[src/hdl/i2cbe_pkg.sv]
// ----------------------------------------------------------------------------
// i2cbe_pkg
// Shared types, codes and the bus phase table of the i2c master bit engine.
// ----------------------------------------------------------------------------
package i2cbe_pkg;

  // command codes of an input transaction
  localparam logic [2:0] CMD_TICK  = 3'd0;
  localparam logic [2:0] CMD_START = 3'd1;
  localparam logic [2:0] CMD_STOP  = 3'd2;
  localparam logic [2:0] CMD_WRITE = 3'd3;
  localparam logic [2:0] CMD_READ  = 3'd4;

  // register index, taken from the word address bit
  localparam logic REG_PHASE_TICKS = 1'b0;

  localparam logic [7:0] PHASE_TICKS_RST = 8'd4;
  localparam logic [3:0] BYTE_BITS       = 4'd8;
  localparam logic [2:0] LAST_STEP       = 3'd5;

  // running sequence, one-hot
  typedef enum logic [4:0] {
    OP_IDLE  = 5'b00001,
    OP_START = 5'b00010,
    OP_STOP  = 5'b00100,
    OP_WRITE = 5'b01000,
    OP_READ  = 5'b10000
  } op_t;

  // driven bus lines
  typedef struct packed {
    logic en;
    logic sda;
    logic scl;
  } lines_t;

  localparam lines_t LINES_RELEASED = '{en: 1'b0, sda: 1'b1, scl: 1'b1};

  // engine state carried from tick to tick
  typedef struct packed {
    op_t        op;
    logic [2:0] step;
    logic [3:0] bits;
    logic [7:0] hold;
    logic [7:0] shift;
    lines_t     lines;
    logic       ack;
    logic [7:0] rd;
  } eng_state_t;

  typedef struct packed {
    logic [2:0] cmd;
    logic [7:0] write_byte;
    logic       sda_in;
  } in_item_t;

  typedef struct packed {
    logic       scl_level;
    logic       sda_level;
    logic       sda_enable;
    logic       busy_res;
    logic       done_res;
    logic [7:0] read_byte;
    logic       ack_seen;
  } out_item_t;

  // scl/sda levels of each phase of each sequence
  function automatic lines_t lines_for(op_t op, logic [2:0] step, logic data);
    lines_t l;
    l = LINES_RELEASED;
    unique case (op)
      OP_START: begin
        if (step == 3'd0)      l = '{en: 1'b1, sda: 1'b1, scl: 1'b1};
        else if (step == 3'd1) l = '{en: 1'b1, sda: 1'b0, scl: 1'b1};
        else                   l = '{en: 1'b1, sda: 1'b0, scl: 1'b0};
      end
      OP_STOP: begin
        if (step == 3'd0)      l = '{en: 1'b1, sda: 1'b0, scl: 1'b0};
        else if (step == 3'd1) l = '{en: 1'b1, sda: 1'b0, scl: 1'b1};
        else                   l = '{en: 1'b1, sda: 1'b1, scl: 1'b1};
      end
      OP_WRITE: begin
        if (step == 3'd0)      l = '{en: 1'b1, sda: data, scl: 1'b0};
        else if (step == 3'd1) l = '{en: 1'b1, sda: data, scl: 1'b1};
        else if (step == 3'd2) l = '{en: 1'b1, sda: data, scl: 1'b0};
        else if (step == 3'd4) l = '{en: 1'b0, sda: 1'b1, scl: 1'b1};
        else                   l = '{en: 1'b1, sda: 1'b0, scl: 1'b0};
      end
      OP_READ: begin
        if (step == 3'd1)                      l = '{en: 1'b0, sda: 1'b1, scl: 1'b1};
        else if (step == 3'd0 || step == 3'd2) l = '{en: 1'b0, sda: 1'b1, scl: 1'b0};
        else if (step == 3'd4)                 l = '{en: 1'b1, sda: 1'b0, scl: 1'b1};
        else                                   l = '{en: 1'b1, sda: 1'b0, scl: 1'b0};
      end
      default: l = LINES_RELEASED;
    endcase
    return l;
  endfunction

endpackage

[src/hdl/i2cbe_phase.sv]
// ----------------------------------------------------------------------------
// i2cbe_phase
// Next-state logic for one tick: command launch, phase hold count, bit
// shifting, acknowledge sampling, and the result fields after the tick.
// ----------------------------------------------------------------------------
module i2cbe_phase (
  input  i2cbe_pkg::eng_state_t cur,
  input  i2cbe_pkg::in_item_t   item,
  input  logic [7:0]            phase_ticks,
  output i2cbe_pkg::eng_state_t nxt,
  output i2cbe_pkg::out_item_t  res
);

  logic [7:0] limit;
  logic       done;
  logic       ent;
  logic [2:0] ent_step;
  logic [3:0] bits_inc;

  // zero ticks behaves as one
  assign limit    = (phase_ticks == 8'd0) ? 8'd1 : phase_ticks;
  assign bits_inc = cur.bits + 4'd1;

  always_comb begin
    nxt      = cur;
    done     = 1'b0;
    ent      = 1'b0;
    ent_step = 3'd0;

    // idle: launch a new sequence
    if (cur.op == i2cbe_pkg::OP_IDLE) begin
      ent = 1'b1;
      nxt.bits = 4'd0;
      unique case (item.cmd)
        i2cbe_pkg::CMD_START: nxt.op = i2cbe_pkg::OP_START;
        i2cbe_pkg::CMD_STOP:  nxt.op = i2cbe_pkg::OP_STOP;
        i2cbe_pkg::CMD_WRITE: begin
          nxt.op    = i2cbe_pkg::OP_WRITE;
          nxt.shift = item.write_byte;
        end
        i2cbe_pkg::CMD_READ: begin
          nxt.op    = i2cbe_pkg::OP_READ;
          nxt.shift = 8'd0;
        end
        default: begin
          ent      = 1'b0;
          nxt.bits = cur.bits;
        end
      endcase
    end else if (cur.hold >= limit) begin
      // phase over: move on
      unique case (cur.op)
        i2cbe_pkg::OP_WRITE: begin
          if (cur.step == 3'd2) begin
            nxt.shift = {cur.shift[6:0], 1'b0};
            nxt.bits  = bits_inc;
            ent       = 1'b1;
            ent_step  = (bits_inc < i2cbe_pkg::BYTE_BITS) ? 3'd0 : 3'd3;
          end else if (cur.step == 3'd4) begin
            nxt.ack  = ~item.sda_in;
            ent      = 1'b1;
            ent_step = 3'd5;
          end else if (cur.step >= i2cbe_pkg::LAST_STEP) begin
            done = 1'b1;
          end else begin
            ent      = 1'b1;
            ent_step = cur.step + 3'd1;
          end
        end
        i2cbe_pkg::OP_READ: begin
          if (cur.step == 3'd1) begin
            nxt.shift = {cur.shift[6:0], item.sda_in};
            nxt.bits  = bits_inc;
            ent       = 1'b1;
            ent_step  = 3'd2;
          end else if (cur.step == 3'd2) begin
            ent      = 1'b1;
            ent_step = (cur.bits < i2cbe_pkg::BYTE_BITS) ? 3'd1 : 3'd3;
          end else if (cur.step >= i2cbe_pkg::LAST_STEP) begin
            nxt.rd = cur.shift;
            done   = 1'b1;
          end else begin
            ent      = 1'b1;
            ent_step = cur.step + 3'd1;
          end
        end
        default: begin
          // start and stop walk three phases
          if (cur.step < 3'd2) begin
            ent      = 1'b1;
            ent_step = cur.step + 3'd1;
          end else begin
            done = 1'b1;
          end
        end
      endcase
    end else begin
      nxt.hold = cur.hold + 8'd1;
    end

    // enter a phase
    if (ent) begin
      nxt.step  = ent_step;
      nxt.hold  = 8'd1;
      nxt.lines = i2cbe_pkg::lines_for(nxt.op, ent_step, nxt.shift[7]);
    end

    // sequence finished
    if (done) begin
      if (cur.op == i2cbe_pkg::OP_STOP) nxt.lines = i2cbe_pkg::LINES_RELEASED;
      nxt.op   = i2cbe_pkg::OP_IDLE;
      nxt.step = 3'd0;
      nxt.hold = 8'd0;
    end
  end

  // result fields reflect the state after the tick
  always_comb begin
    res.scl_level  = nxt.lines.scl;
    res.sda_level  = nxt.lines.en ? nxt.lines.sda : 1'b1;
    res.sda_enable = nxt.lines.en;
    res.busy_res   = (nxt.op != i2cbe_pkg::OP_IDLE);
    res.done_res   = done;
    res.read_byte  = nxt.rd;
    res.ack_seen   = nxt.ack;
  end

endmodule

[src/hdl/i2c_master_bit_engine_unit.sv]
// ----------------------------------------------------------------------------
// i2c_master_bit_engine_unit
// Tick-driven i2c master line engine with an apb-style config port.
// ----------------------------------------------------------------------------
// Usage:
//   Each input transaction (in_valid/in_stall, in_data) is one time tick with
//   an optional command (start, stop, write byte, read byte), the byte to
//   write and the sampled sda level. Commands are ignored while busy.
//   Every tick gives exactly one result transaction (out_valid/out_stall,
//   out_data) carrying the scl/sda drive, busy, done, last read byte and ack.
//   The result is registered on the edge that accepts the tick. Throughput is
//   one tick per cycle while the receiver does not stall, set by the single
//   pass of next-state logic between the state register and the result register.
//   A new tick is accepted while the result register is empty or is being
//   taken in the same cycle; when the receiver stalls with a result waiting,
//   in_stall is raised and the engine state holds.
//   The config port holds phase_ticks (byte address 0, reset 4), the number
//   of ticks each bus phase lasts; write it only while the engine is idle.
//   Reset (rst_n low, synchronous) returns the engine to idle with scl high
//   and sda released, and empties the result register.
// ----------------------------------------------------------------------------
module i2c_master_bit_engine_unit (
  input  logic                 clk,
  input  logic                 rst_n,
  // tick channel
  input  logic                 in_valid,
  output logic                 in_stall,
  input  i2cbe_pkg::in_item_t  in_data,
  // result channel
  output logic                 out_valid,
  input  logic                 out_stall,
  output i2cbe_pkg::out_item_t out_data,
  // config port
  input  logic                 psel,
  input  logic                 penable,
  input  logic                 pwrite,
  input  logic [2:0]           paddr,
  input  logic [31:0]          pwdata,
  output logic [31:0]          prdata,
  output logic                 pready
);

  i2cbe_pkg::eng_state_t state_r;
  i2cbe_pkg::eng_state_t state_nxt;
  i2cbe_pkg::out_item_t  out_data_r;
  i2cbe_pkg::out_item_t  res;
  logic                  out_valid_r;
  logic [7:0]            phase_ticks_r;
  logic                  in_acc;
  logic                  cfg_wr;

  // config register access
  assign pready = 1'b1;
  assign cfg_wr = psel & penable & pwrite & pready & (paddr[2] == i2cbe_pkg::REG_PHASE_TICKS);

  always_ff @(posedge clk) begin
    if (!rst_n) begin
      phase_ticks_r <= i2cbe_pkg::PHASE_TICKS_RST;
    end else if (cfg_wr) begin
      phase_ticks_r <= pwdata[7:0];
    end
  end

  always_comb begin
    prdata = 32'd0;
    if (paddr[2] == i2cbe_pkg::REG_PHASE_TICKS) prdata = {24'd0, phase_ticks_r};
  end

  // one tick of the line engine
  i2cbe_phase u_phase (
    .cur         (state_r),
    .item        (in_data),
    .phase_ticks (phase_ticks_r),
    .nxt         (state_nxt),
    .res         (res)
  );

  // accept while the result register is free or being drained
  assign in_stall = out_valid_r & out_stall;
  assign in_acc   = in_valid & ~in_stall;

  // engine state
  always_ff @(posedge clk) begin
    if (!rst_n) begin
      state_r.op    <= i2cbe_pkg::OP_IDLE;
      state_r.step  <= 3'd0;
      state_r.bits  <= 4'd0;
      state_r.hold  <= 8'd0;
      state_r.shift <= 8'd0;
      state_r.lines <= i2cbe_pkg::LINES_RELEASED;
      state_r.ack   <= 1'b0;
      state_r.rd    <= 8'd0;
    end else if (in_acc) begin
      state_r <= state_nxt;
    end
  end

  // result register
  always_ff @(posedge clk) begin
    if (!rst_n) begin
      out_valid_r <= 1'b0;
    end else if (in_acc) begin
      out_valid_r <= 1'b1;
    end else if (!out_stall) begin
      out_valid_r <= 1'b0;
    end
  end

  always_ff @(posedge clk) begin
    if (in_acc) begin
      out_data_r <= res;
    end
  end

  assign out_valid = out_valid_r;
  assign out_data  = out_data_r;

`ifndef SYNTHESIS
  // idle engine keeps its phase counters cleared
  a_idle_clear: assert property (@(posedge clk) disable iff (!rst_n)
    state_r.op == i2cbe_pkg::OP_IDLE |-> state_r.step == 3'd0 && state_r.hold == 8'd0)
    else $error("idle engine with live phase counters");

  // a running phase never holds past its tick count
  a_hold_limit: assert property (@(posedge clk) disable iff (!rst_n)
    state_r.op != i2cbe_pkg::OP_IDLE |->
      state_r.hold != 8'd0 &&
      (state_r.hold <= phase_ticks_r || phase_ticks_r == 8'd0))
    else $error("phase hold count out of range");

  // bit counter and step stay within one byte sequence
  a_bits_range: assert property (@(posedge clk) disable iff (!rst_n)
    state_r.bits <= i2cbe_pkg::BYTE_BITS && state_r.step <= i2cbe_pkg::LAST_STEP)
    else $error("bit count or phase step out of range");

  // a finished sequence reports idle in the same result
  a_done_idle: assert property (@(posedge clk) disable iff (!rst_n)
    out_valid_r && out_data_r.done_res |-> !out_data_r.busy_res)
    else $error("done reported while still busy");

  // state advances only with an accepted tick
  a_state_hold: assert property (@(posedge clk) disable iff (!rst_n)
    !in_acc |=> $stable(state_r))
    else $error("engine state moved without a tick");
`endif

endmodule

[config.mk]
export PLATFORM = sky130hd
export DESIGN_NAME = i2c_master_bit_engine_unit
export DESIGN_NICKNAME = d
export VERILOG_FILES = /design/src/hdl/i2cbe_pkg.sv /design/src/hdl/i2cbe_phase.sv /design/src/hdl/i2c_master_bit_engine_unit.sv
export SDC_FILE = /design/constraint.sdc
export NUM_CORES = 1
export LEC_CHECK = 0
export ABC_AREA = 1
export ABC_CLOCK_PERIOD_IN_PS = 5800
export BUFFER_PORTS_ARGS = -buffer_cell sky130_fd_sc_hd__buf_2
export CORE_UTILIZATION = 50
export DETAILED_ROUTE_END_ITERATION = 8
export HOLD_SLACK_MARGIN = 0.02
export MAX_ROUTING_LAYER = met4
export PLACE_DENSITY = 0.83
export SLEW_MARGIN = 25
export SYNTH_ARGS = -nofsm -noshare
export SYNTH_HDL_FRONTEND = slang
export SYNTH_SLANG_ARGS = --single-unit
[constraint.sdc]
create_clock -name clk -period 5.8 [get_ports clk]
set_input_delay 0.58 -clock clk [delete_from_list [all_inputs] [get_ports clk]]
set_output_delay 0.58 -clock clk [all_outputs]
set_load 0.02 [all_outputs]
==> impl_metrics.yaml, run 1 <==
die:
  rows: 32
  die_height_um: 91.2
  ios: 103
  die_area_um2: 8320
  core_area_um2: 7730
  floorplan.initialDensity_pct: 51.5
  die_width_um: 91.2
finish:
  layout_area_overhead_pct: 9.88
  fin_cells: 700
  area.sequential_um2: 1400
  layout-drive-gt1-share_pct: 19.4
  antenna-diode-count: 0
  filler_cell_count: 731
  postLayoutCoreUtil_pct: 56.6
  finalNetCount: 661
  multi_input_area_um2: 2070
global_route:
  groute.layer.met2.usage_pct: 38.8
  grt.overflow.total: 0
  globalRouteMet3Util_pct: 4.36
  wire_length_of_the_first_global_routing_pass_um: 14800
  grt_antenna_before_repair: 0
  grt_max_degree: 29
  grt.met1_usage_pct: 27.3
  grt_use_total_pct: 22.8
  grt_busiest_layer: "met2"
  first_global_vias: 3326
setup_path:
  worst_path_most_repeated_cell: "nand2_1"
  crit_path_max_fanout: 10
  cp.arrival_ps: 2850
  crit_path_top_delay_cell: "dfxtp_1"
  rr_worst_depth: 21
  ff2ff_setup_slack_ps: 3040
  critical_path_startpoint: "phase_ticks_r[3]"
  worst-endpoint-required_ps: 5890
  startpoint_to_endpoint_class_of_the_critical_path: "reg2reg"
  startpoint_of_the_worst_slack_reg_to_reg_timing_path: "phase_ticks_r[3]"
  critPathLaunchType: "register"
  critical_path.endpoint_type: "register"
  crit_path_cell_trace: "inv_1 -> nand4_1 -> o41ai_1 -> ha_1 -> inv_1 -> nand2_1 -> nand2_1 -> nand2_1 -> nand2_1 -> nand2_1 -> nand3_1 -> nand2_4 -> inv_4 -> nand2_2 -> nand2_2 -> nor2_2 -> a21oi_1 -> nand2_1 -> nand2_1 -> nand2_1 -> nand3_1"
  critical-path-max-stage-delay_ps: 300
  crit-reg2reg-capture: "out_data[12]"
synthesis:
  synth_area_per_cell_um2: 7.30
  post_synth_num_cell_types: 47
  top_area_cells_in_the_synthesized_netlist: "dfxtp_1, edfxtp_1, nand2_1"
  synth-seq-cells: 63
  netlist_area_um2: 3980
  post_synth_inst_count: 545
  ys_seq_area_share_pct: 35.2
  yosysTopAreaCell: "dfxtp_1"
  yosysWarnings: 0
  synth_largest_type_area_fraction_pct: 24.7
cts:
  cts.clk_slew.worst_paths_ps: 70
  clock_root_buffer_master: "clkbuf_8"
  cts_hold_buf: 0
  ctsHtreeMaxLevel: 3
  cts_resized: 0
  insertion_delay_ps: 340
  post-cts-setup-buffer-count: 0
  ctsLongestPathBuffers: 2
  cts_num_sinks: 63
  cts_tree: "yes"
  cts_made_buffers: 9
worst_hold_path:
  hold_path.startpoint: "pwdata[2]"
  min_to: "phase_ticks_r[2]"
  min_path_cells: 3
  holdCritPathClass: "in2reg"
detailed_routing:
  avgViaCountPerCell: 5.14
  detail_route.first_pass.iterations: 4
  ant_nets_after_route: 0
  drc: 0
  dr_total_vias: 3595
  drt-initial-drc-count: 265
  routed_wl_um: 8910
  avgRoutedWirePerCell_um: 12.7
timing:
  setup-tns-final_ps: 0
  unrepaired_setup_endpoints_after_global_routing: "false"
  fmax_ghz: 0.362
  slew-limit-headroom_pct: 60.7
  fin_ws_ps: 3040
  max_slew.worst_pin.slew_ps: 588
  final.period_utilization_pct: 47.6
  finalCriticalPeriod_ps: 2760
  finalHoldViolations: 0
  setup_violations: 0
  final.setup_skew_ps: 10.1
  slew_viol_final: 0
placed_design:
  pre_cts_slack_ps: 3070
  io_buffers: 51
  post-place-cells: 684
  gp_congestion: 0.880
  detailed_place_hpwl_um: 6660
outcome:
  outcome: "complete, no violations"
pwr:
  totalPowerFinal_mw: 1.05
  total_leakage_power_nw: 2.13
  cellPowerDensity_nw_per_um2: 241
  irDropWorstVdd_uv: 95.9
run:
  max-cap-violations: 0
## cell usage after synthesis (all sizes together)
| cell | n |
|---|---|
| nand3 | 42 |
| o21a | 1 |
| o211a | 1 |
| nor3b | 2 |
| a311oi | 2 |
| nand4 | 9 |
| dfxtp | 49 |
| o31ai | 5 |
| nand3b | 1 |
| a21oi | 49 |
| inv | 91 |
| edfxtp | 14 |
| clkbuf | 7 |
| nor3 | 6 |
| o41ai | 1 |
| mux2i | 3 |
| o21ai | 50 |
| a211o | 1 |
| xor2 | 4 |
| or2 | 1 |
| nand2 | 95 |
| a21o | 1 |
| a21boi | 1 |
| nor2 | 56 |
| buf | 31 |
| ha | 14 |
| conb | 2 |
| and3 | 1 |
| o21bai | 1 |
| o211ai | 1 |
| a211oi | 3 |
## worst max-delay path: cells and delay by family (launching register included)
family,cells,cell delay (ps)
simple gates,15,1350
compound gates,2,360
flops,1,300
buf+inv,3,280
fa+ha+maj,1,210
## report_power, final
part           leakage, nW  switching (mW)  total, mW  internal [mW]
Combinational         1.51           0.158      0.228         0.0697
Sequential           0.537          0.0168      0.495          0.478
Clock               0.0781           0.177      0.329          0.153
Total                 2.13           0.352       1.05          0.700
## sequential cells by signal, indices dropped and copies added, names as in the netlist
signal / count
out_valid: 1
phase_ticks_r: 8
out_data: 14
state_r: 40
## layer usage
metal / wire, um / vias up / part of all wire (%)
met1: 4110 / 1656 / 46
met2: 4260 / 104 / 48
met5: 0 / - / 0
met4: 111 / 0 / 1.2
met3: 427 / 10 / 4.8
li1: - / 1825 / -
## final cells by class
type                       instances  share of cell area [%]
tap                              102                    2.92
clock buffer                      10                    2.92
clock inverter                     6                   0.859
timing repair buffer              52                    6.01
multi-input combinational        376                    47.4
sequential                        63                    32.1
inverter                          91                    7.87
## worst max-delay path by stage
stage	end
after detailed placement	out_data[13]
after floorplan	out_data[13]
after global routing	out_data[12]
final	out_data[12]
after CTS	state_r[26]
after global placement	out_data[12]
## logic make-up after synthesis
group           Yosys count  synth area share (%)
simple gates            213                  27.0
xor+xnor                  4                 0.881
flops                    63                  35.2
mux                       3                 0.755
fa+ha+maj                14                  4.40
buf+inv                 129                  15.0
compound gates          117                  16.6
other cells               2                 0.189
## per-stage QoR
step | hold WS, ps | cell area, um^2
floorplan | 441 | 4060
global placement | 451 | 4210
detailed placement | 461 | 4210
CTS | 444 | 4370
global route | 479 | 4370
finish | 449 | 4370
## layout by cell type, fill, tap and decap left out, drive strengths merged
master,n
inv,91
o211a,1
nand3b,1
nand3,42
o41ai,1
o31ai,5
and3,1
dfxtp,49
a311oi,2
o211ai,1
conb,25
or2,1
mux2i,3
a21boi,1
nand2,95
clkbuf,10
edfxtp,14
buf,52
nor2,56
ha,14
clkinv,3
nor3,6
xor2,4
a21oi,49
o21a,1
clkinvlp,3
a21o,1
nor3b,2
nand4,9
o21ai,50
a211o,1
a211oi,3
o21bai,1
Note: power is estimated with default switching activity, not from simulation.
==> run 2: changes to the inputs <==
ABC_CLOCK_PERIOD_IN_PS = 2400   (was 5800)
CORE_UTILIZATION = 48   (was 50)
clock period = 2.4 ns   (was 5.8 ns; I/O delays follow)
==> run 2 against run 1 <==
  * The run now ends with setup timing left
  * Non-clock buffer count grew 34
  * Sequential cell count is the same
  * Register-to-register slack lost 3200 ps
  * Sequential power grew 140%
  * Hold slack lost 350 ps
  * Critical path depth is the same
  * Final cell count grew 4.9%
  * Clock power grew to 2.8 times the previous value
==> impl_metrics.yaml, run 2 (synthesis results as in run 1) <==
detailed_routing:
  wl_met2_um: 5030
  avgViaCountPerCell: 5.27
  wl_met1_um: 4090
  dr_total_vias: 3869
  highest_layer: "met4"
  routed_wl_um: 10000
  drt-initial-drc-count: 229
  drc: 0
  ant_nets_after_route: 0
  detail_route.first_pass.iterations: 5
  avgRoutedWirePerCell_um: 13.7
  dr_wl_met3_um: 494
global_route:
  grt.overflow.total: 0
  grt_use_total_pct: 24.3
  grt_antenna_before_repair: 0
  wire_length_of_the_first_global_routing_pass_um: 15900
  grt_max_degree: 26
  first_global_vias: 3614
placed_design:
  gp_congestion: 0.923
  detailed_place_hpwl_um: 7060
  io_buffers: 51
  post_dp_cell_area_um2: 4440
worst_hold_path:
  hold_path.startpoint: "pwdata[2]"
  holdCritPathClass: "in2reg"
outcome:
  outcome: "finished with violations"
  violations: "setup timing"
setup_path:
  critical_path.endpoint_type: "register"
  crit_path_max_fanout: 6
  critical_path.endpoint: "out_data[13]"
  crit-reg2reg-capture: "out_data[13]"
  worst-endpoint-required_ps: 2510
  critPathLaunchType: "register"
  ff2ff_setup_slack_ps: -180
  critical_path_startpoint: "phase_ticks_r[3]"
  rr_worst_depth: 21
  cp.arrival_ps: 2690
  startpoint_to_endpoint_class_of_the_critical_path: "reg2reg"
  startpoint_of_the_worst_slack_reg_to_reg_timing_path: "phase_ticks_r[3]"
timing:
  slew_viol_final: 0
  setup_violations: 9
  finalHoldViolations: 0
  fin_ws_ps: -183
  whs_ps: 100
  fmax_ghz: 0.387
  final.setup_skew_ps: 14.9
  unrepaired_setup_endpoints_after_global_routing: "true"
  max_slew.worst_pin.slew_ps: 522
  finalCriticalPeriod_ps: 2580
  slew-limit-headroom_pct: 65.1
  final.period_utilization_pct: 108
finish:
  top_register: "state_r"
  finalNetCount: 695
  layout_area_overhead_pct: 22.6
  layout-drive-gt1-share_pct: 29.7
  filler_cell_count: 649
  layout_commonest_cell: "nand2_1"
  antenna-diode-count: 0
  largest_register_ff_count: 40
  post-route-cell-area_um2: 4880
  final_cell_mix: "nand2_1, inv_1, buf_2, dfxtp_1, a21oi_1"
cts:
  cts.clk_slew.worst_paths_ps: 80
  cts_made_buffers: 9
  cts_num_sinks: 63
  clock_root_buffer_master: "clkbuf_8"
  ctsLongestPathBuffers: 2
  cts_tree: "yes"
  insertion_delay_ps: 360
  ctsHtreeMaxLevel: 3
die:
  rows: 32
  ios: 103
  die_area_um2: 8650
  die_height_um: 93.0
  die_width_um: 93.0
  core_area_um2: 7890
  floorplan.initialDensity_pct: 50.4
pwr:
  irDropWorstVdd_uv: 242
  total_leakage_power_nw: 2.35
  cellPowerDensity_nw_per_um2: 579
run:
  max-cap-violations: 0
## run 2: changes by cell type in the layout (fill, tap and decap cells not counted), sizes merged
cell | previous run | this run
buf | 52 | 86
clkinvlp | 3 | 1
bufinv | 0 | 1
clkinv | 3 | 4
## run 2: layer usage
metal	GRT usage [%]	up-vias
met4	12.9	0
met1	26.5	1801
met3	4.47	34
met2	41.9	136
met5	-	-
li1	-	1898
## run 2: cell type report
cell class,instances,area (um^2),area share [%]
Tap cell,102,128,2.62
Clock inverter,6,61.3,1.26
Sequential cell,63,1400,28.7
Inverter,91,354,7.26
Multi-Input combinational cell,376,2260,46.4
Clock buffer,10,128,2.62
Timing Repair Buffer,86,542,11.1
## run 2: worst min path at each step
stage / depth (start not counted) / to / slack [ps]
after floorplan: 2 / phase_ticks_r[2] / 370
after global placement: 2 / state_r[10] / 460
after detailed placement: 2 / state_r[10] / 470
after CTS: 3 / phase_ticks_r[2] / 100
after global routing: 3 / phase_ticks_r[2] / 100
final: 3 / phase_ticks_r[2] / 100
## run 2: through the flow
| stage | TNS [ps] | std cells | util [%] | setup slack (ps) | power [mW] |
|---|---|---|---|---|---|
| 2_1_floorplan | 0 | 568 | - | 63.0 | 1.66 |
| 3_3_place_gp | -83.5 | 713 | 56.2 | -32.6 | 1.80 |
| 3_5_place_dp | -630 | 713 | 56.2 | -120 | 1.82 |
| 4_1_cts | -146 | 733 | 59.7 | -67.4 | 2.75 |
| 5_1_grt | -6410 | 734 | 61.8 | -297 | 2.95 |
| 6_report | -631 | 734 | 61.8 | -183 | 2.82 |
## run 2: critical path, stage by stage (launching register included)
cell	delay [ps]
dfxtp_1	300
inv_1	60
nand4_1	120
o41ai_2	240
ha_2	240
inv_2	30
nand2_2	40
nand2_1	40
nand2_1	50
nand2_1	50
nand2_1	80
nand3_2	120
nand2_4	120
inv_8	70
nand2_8	80
nand2_4	60
nor2_4	150
o21ai_1	100
nand2_1	130
nand2_1	100
nand2_1	80
nand2_2	70
## run 2: timing repair
action	in CTS	in global routing
hold endpoints to repair	0	0
setup endpoints to repair	21	50
gates resized for setup	12	51
pin swaps	1	6
hold buffers	0	0
buffers inserted	4	2
cloned	0	0
## run 2: power by group
group / total, mW / switching, mW / internal (mW)
logic: 0.712 / 0.460 / 0.253
registers: 1.20 / 0.0419 / 1.16
clock network: 0.912 / 0.437 / 0.476
total: 2.82 / 0.938 / 1.88
